==> src/hdl/pvd_pkg.sv <==
`timescale 1ns / 1ps
package pvd_pkg;

  typedef enum logic [1:0] {
    ST_IDLE,
    ST_FETCH,
    ST_PIX
  } pvd_state_t;

  // request codes
  localparam logic REQ_LOAD   = 1'b0;
  localparam logic REQ_DECODE = 1'b1;

  // register indexes
  localparam logic CFG_WIDE_IDX = 1'b0;
  localparam logic CFG_HIGH_IDX = 1'b1;
  localparam logic [2:0] LOG2_MAX = 3'd6;

  // fetch sequence: nine neighbours then the own block
  localparam logic [3:0] OWN_SEL    = 4'd9;
  localparam logic [3:0] FETCH_LAST = 4'd10;
  localparam logic [3:0] PIX_LAST   = 4'd15;

  // channel order: 0 red, 1 green, 2 blue, 3 alpha
  typedef logic [3:0][7:0] pvd_rgba_t;

  typedef struct packed {
    logic       store_wr;
    logic       latch_req;
    logic       rd_en;
    logic [3:0] rd_sel;
    logic       cap_en;
    logic [3:0] cap_sel;
    logic       pix_go;
    logic [3:0] pix_idx;
  } pvd_cmd_t;

  typedef struct packed {
    logic pix_room;
  } pvd_sts_t;

  function automatic logic [7:0] widen3(input logic [2:0] v);
    return {v, v, v[2:1]};
  endfunction

  function automatic logic [7:0] widen4(input logic [3:0] v);
    return {v, v};
  endfunction

  function automatic logic [7:0] widen5(input logic [4:0] v);
    return {v, v[4:2]};
  endfunction

  function automatic pvd_rgba_t colour_a(input logic [15:0] v);
    pvd_rgba_t c;
    if (v[15]) begin
      c[0] = widen5(v[14:10]);
      c[1] = widen5(v[9:5]);
      c[2] = widen5(v[4:0]);
      c[3] = 8'hFF;
    end else begin
      c[0] = widen4(v[11:8]);
      c[1] = widen4(v[7:4]);
      c[2] = widen4(v[3:0]);
      c[3] = widen3(v[14:12]);
    end
    return c;
  endfunction

  function automatic pvd_rgba_t colour_b(input logic [15:0] v);
    pvd_rgba_t c;
    if (v[15]) begin
      c[0] = widen5(v[14:10]);
      c[1] = widen5(v[9:5]);
      c[2] = widen4(v[4:1]);
      c[3] = 8'hFF;
    end else begin
      c[0] = widen4(v[11:8]);
      c[1] = widen4(v[7:4]);
      c[2] = widen3(v[3:1]);
      c[3] = widen3(v[14:12]);
    end
    return c;
  endfunction

  // modulation weight in eighths toward colour a
  function automatic logic [3:0] mod_weight(input logic mode, input logic [1:0] code);
    logic [3:0] w;
    case (code)
      2'd0:    w = 4'd0;
      2'd1:    w = mode ? 4'd3 : 4'd4;
      2'd2:    w = mode ? 4'd5 : 4'd4;
      default: w = 4'd8;
    endcase
    return w;
  endfunction

  // neighbour column / row offset (0..2) for fetch slot 0..8
  function automatic logic [1:0] nb_col(input logic [3:0] sel);
    logic [1:0] c;
    case (sel)
      4'd0, 4'd3, 4'd6: c = 2'd0;
      4'd1, 4'd4, 4'd7: c = 2'd1;
      default:          c = 2'd2;
    endcase
    return c;
  endfunction

  function automatic logic [1:0] nb_row(input logic [3:0] sel);
    logic [1:0] r;
    case (sel)
      4'd0, 4'd1, 4'd2: r = 2'd0;
      4'd3, 4'd4, 4'd5: r = 2'd1;
      default:          r = 2'd2;
    endcase
    return r;
  endfunction

  function automatic logic [11:0] morton(input logic [5:0] x, input logic [5:0] y);
    logic [11:0] m;
    for (int k = 0; k < 6; k++) begin
      m[2*k]   = y[k];
      m[2*k+1] = x[k];
    end
    return m;
  endfunction

endpackage

==> src/hdl/pvd_ctrl.sv <==
`timescale 1ns / 1ps
module pvd_ctrl (
  input  logic            clk,
  input  logic            rst_n,
  input  logic            in_valid,
  input  logic            in_req_type,
  output logic            in_ready,
  input  pvd_pkg::pvd_sts_t sts,
  output pvd_pkg::pvd_cmd_t cmd
);
  import pvd_pkg::*;

  pvd_state_t state_r, state_nxt;
  logic [3:0] cnt_r, cnt_nxt;

  always_ff @(posedge clk) begin
    if (!rst_n) begin
      state_r <= ST_IDLE;
      cnt_r   <= 4'd0;
    end else begin
      state_r <= state_nxt;
      cnt_r   <= cnt_nxt;
    end
  end

  // next state
  always_comb begin
    state_nxt = state_r;
    cnt_nxt   = cnt_r;
    case (state_r)
      ST_IDLE: begin
        if (in_valid && in_req_type == REQ_DECODE) begin
          state_nxt = ST_FETCH;
          cnt_nxt   = 4'd0;
        end
      end
      ST_FETCH: begin
        if (cnt_r == FETCH_LAST) begin
          state_nxt = ST_PIX;
          cnt_nxt   = 4'd0;
        end else begin
          cnt_nxt = cnt_r + 4'd1;
        end
      end
      ST_PIX: begin
        if (sts.pix_room) begin
          if (cnt_r == PIX_LAST) begin
            state_nxt = ST_IDLE;
          end
          cnt_nxt = cnt_r + 4'd1;
        end
      end
      default: begin
        state_nxt = ST_IDLE;
        cnt_nxt   = 4'd0;
      end
    endcase
  end

  // outputs
  always_comb begin
    in_ready = 1'b0;
    cmd      = '0;
    case (state_r)
      ST_IDLE: begin
        in_ready      = 1'b1;
        cmd.store_wr  = in_valid && in_req_type == REQ_LOAD;
        cmd.latch_req = in_valid && in_req_type == REQ_DECODE;
      end
      ST_FETCH: begin
        cmd.rd_en   = cnt_r != FETCH_LAST;
        cmd.rd_sel  = cnt_r;
        cmd.cap_en  = cnt_r != 4'd0;
        cmd.cap_sel = cnt_r - 4'd1;
      end
      ST_PIX: begin
        cmd.pix_go  = sts.pix_room;
        cmd.pix_idx = cnt_r;
      end
      default: begin
        in_ready = 1'b0;
      end
    endcase
  end

  a_fetch_done: assert property (@(posedge clk) disable iff (!rst_n)
    (state_r == ST_FETCH && cnt_r == FETCH_LAST) |=> (state_r == ST_PIX && cnt_r == 4'd0))
    else $error("fetch did not hand over to pixel phase");
  a_fetch_bound: assert property (@(posedge clk) disable iff (!rst_n)
    (state_r == ST_FETCH) |-> (cnt_r <= FETCH_LAST))
    else $error("fetch counter overran");
  a_pix_only: assert property (@(posedge clk) disable iff (!rst_n)
    cmd.pix_go |-> (state_r == ST_PIX && !cmd.rd_en && !cmd.store_wr))
    else $error("pixel issued outside pixel phase");
  a_block_end: assert property (@(posedge clk) disable iff (!rst_n)
    (cmd.pix_go && cnt_r == PIX_LAST) |=> (state_r == ST_IDLE))
    else $error("block did not end after sixteenth pixel");
endmodule

==> config.mk <==
export PLATFORM = sky130hd
export DESIGN_NAME = pvd_ctrl
export DESIGN_NICKNAME = d
export VERILOG_FILES = /design/src/hdl/pvd_pkg.sv /design/src/hdl/pvd_ctrl.sv
export SDC_FILE = /design/constraint.sdc
export NUM_CORES = 1
export LEC_CHECK = 0
export ABC_CLOCK_PERIOD_IN_PS = 1800
export BUFFER_PORTS_ARGS = -buffer_cell sky130_fd_sc_hd__buf_2
export CORE_AREA = 2 2 39 41
export CTS_CLUSTER_DIAMETER = 40
export DETAILED_ROUTE_END_ITERATION = 7
export DIE_AREA = 0 0 41 43
export PLACE_DENSITY_LB_ADDON = 0.15
export SLEW_MARGIN = 15
export SYNTH_ARGS = -nofsm -noshare
export SYNTH_HDL_FRONTEND = slang
export SYNTH_SLANG_ARGS = --single-unit
export TNS_END_PERCENT = 100
==> constraint.sdc <==
create_clock -name clk -period 1.8 [get_ports clk]
set_input_delay 0.27 -clock clk [delete_from_list [all_inputs] [get_ports clk]]
set_output_delay 0.27 -clock clk [all_outputs]
set_load 0.05 [all_outputs]
==> flow_summary.ini <==
[run_status]
outcome = completed

[placed_design]
gp_congestion = 0.764
placed_area_sq_um = 694
pre_cts_slack_ps = 221
dp.cells = 111
hpwlAfterDp_microns = 910
portBuffers = 22

[floorplan]
coreArea_sq_um = 1380
dieArea_sq_um = 1760
row_count = 14
start_util = 0.420
fp.dieH_microns = 43
fp.dieW_microns = 41
io_pins = 23

[cells_and_area]
final_cell_mix = buf_2, and2_1, nand2_1
area_growth_pct = 25.6
antenna_cells = 0
finalNetCount = 112
fin_cells = 114
drive_gt1_frac = 0.367
layout_commonest_cell = buf_2
fillerInstances = 138
fin_area_sq_um = 729

[sta]
timing.setup.tns_ps = 0
finClkSkew_ps = 3.26
rsz0062_at_grt = no
min_period_ps = 1700
fin_crit_sh = 0.944
slew_headroom = 0.762
hold_viol_final = 0
fmax_mhz = 588
drv_slew = 0
setup_slack_ps = 99.9
tightest_slew_ps = 357
setup_viol_count_final = 0

[clocking]
cts_setup_buffers = 0
numCtsBuffers = 3
holdBufCountCts = 0
cts-root-buf = clkbuf_4
insertion_delay_ps = 240
clkTransAtPathRegs_ps = 40
cts.sinks = 6
htree_levels = 1
cts_tree = yes
cts_max_path_buffers = 2

[setup_path]
critPathKind = reg -> out
worstPathRequired_ps = 1530
cp-start-kind = flop
crit_fanout = 8
worst_path_max_delay_cell = dfxtp_2
crit_buf_inv = 2
worst_path_largest_cell_delay_ps = 380
cp.arrival_ps = 1430
cp_top_family = flip-flops
crit_path_cell_trace = inv_1, ha_1, xor2_1, and2_1, buf_4
end_kind = output port

[synthesis]
synth_area_sq_um = 581
ys_types = 27
synth_seq_cells = 6
yosysWarnings = 0
synth_fp_nets = 88
async_flop_share = 0
synth_edf_count = 0
syn_inst = 76
syn_avg_cell_area_sq_um = 7.64
synth_flop_cell = dfxtp_1
ys_seq_area_frac = 0.207

[drt]
dr.pass1.iters = 1
vias = 561
viasPerCell = 4.92
postRouteAntennaNets = 0
finalWirelength_microns = 1130
wl_per_cell_microns = 9.89
post-route-drc-count = 0
drt-initial-drc-count = 0

[global_routing]
grt_overflow_total = 0
first_global_vias = 445
grt_pass1_wl_microns = 1750
track_usage = 0.139
grt_max_degree = 13
antenna_found_initial = 0

[pwr]
peakVddDrop_mv = 0.734
finalPower_mw = 1.20
p_per_area_nw_per_um2 = 1640
p_leak_nw = 0.361

[min_path]
min_path_type = in -> reg

[job]
cap_violations = 0
==> what timing repair did <==
action,CTS,global route
gates resized for setup,3,4
pin swaps,0,0
setup endpoints to repair,2,5
==> power breakdown <==
| part | leakage (nW) | switching (mW) | internal (mW) | total, mW |
|---|---|---|---|---|
| Clock | 0.0138 | 0.0416 | 0.0750 | 0.117 |
| Sequential | 0.0497 | 0.0250 | 0.161 | 0.186 |
| Combinational | 0.297 | 0.621 | 0.273 | 0.894 |
==> per-stage QoR <==
step,utilization,hold slack (ps)
finish,0.527,324
global route,0.527,336
CTS,0.523,314
detailed placement,0.502,473
global placement,0.502,471
floorplan,-,412
==> worst reg2reg max path, stage by stage (launching register included) <==
cell     delay [ps]
dfxtp_1         350
inv_1           100
ha_2            250
a22oi_2         300
and3_4          250
o221a_1         180
==> path summary, 6_finish.rpt <==
path / startpoint / endpoint / slack (ps) / cells after the start
max: cnt_r[0] / cmd[7] / 100 / 5
min: rst_n / state_r[0] / 320 / 3
min reg2reg: state_r[0] / state_r[0] / 480 / 2
max reg2reg: state_r[0] / state_r[1] / 310 / 5
==> Yosys cell counts, drive strengths merged (2+ instances only) <==
cell	n	area (sq um)
a21oi	3	15.0
and2	11	68.8
and3	2	17.5
buf	2	18.8
dfxtp	6	120
ha	7	87.6
inv	7	26.3
nand2	10	37.5
nand3	6	30.0
nor2	4	17.5
nor2b	2	12.5
nor3	2	10.0
o21ai	3	15.0
xor2	2	17.5
==> cell type report <==
type                    count  area, sq um  area share
clock buffers               3         22.5      0.0309
inverters                   7         26.3      0.0360
multi-input cells          60          423       0.580
flip-flops and latches      6          123       0.168
well taps                  16         20.0      0.0274
repair buffers             22          115       0.158
==> state kept, by name (all words and copies together), names as in the netlist <==
register	count
cnt_r	4
state_r	2
==> layer usage <==
layer | vias to the layer above | wire [microns] | global-route usage
li1 | 297 | - | -
met1 | 251 | 550 | 0.172
met2 | 13 | 530 | 0.228
met3 | 0 | 46 | 0.0157
met4 | 0 | 0 | 0.0600
met5 | - | 0 | 0
==> logic make-up (layout without fill, tap and decap cells) <==
family	count (synthesis)	in the layout	synth area share
and+or+nand+nor	39	39	0.377
adders and majority gates	7	7	0.151
AOI/OAI and AO/OA	11	11	0.134
muxes	1	1	0.0172
xor gates and xnor gates	2	2	0.0302
DFF	6	6	0.207
buffers and inverters	10	32	0.0841
Power figures use the tool's default switching activity.
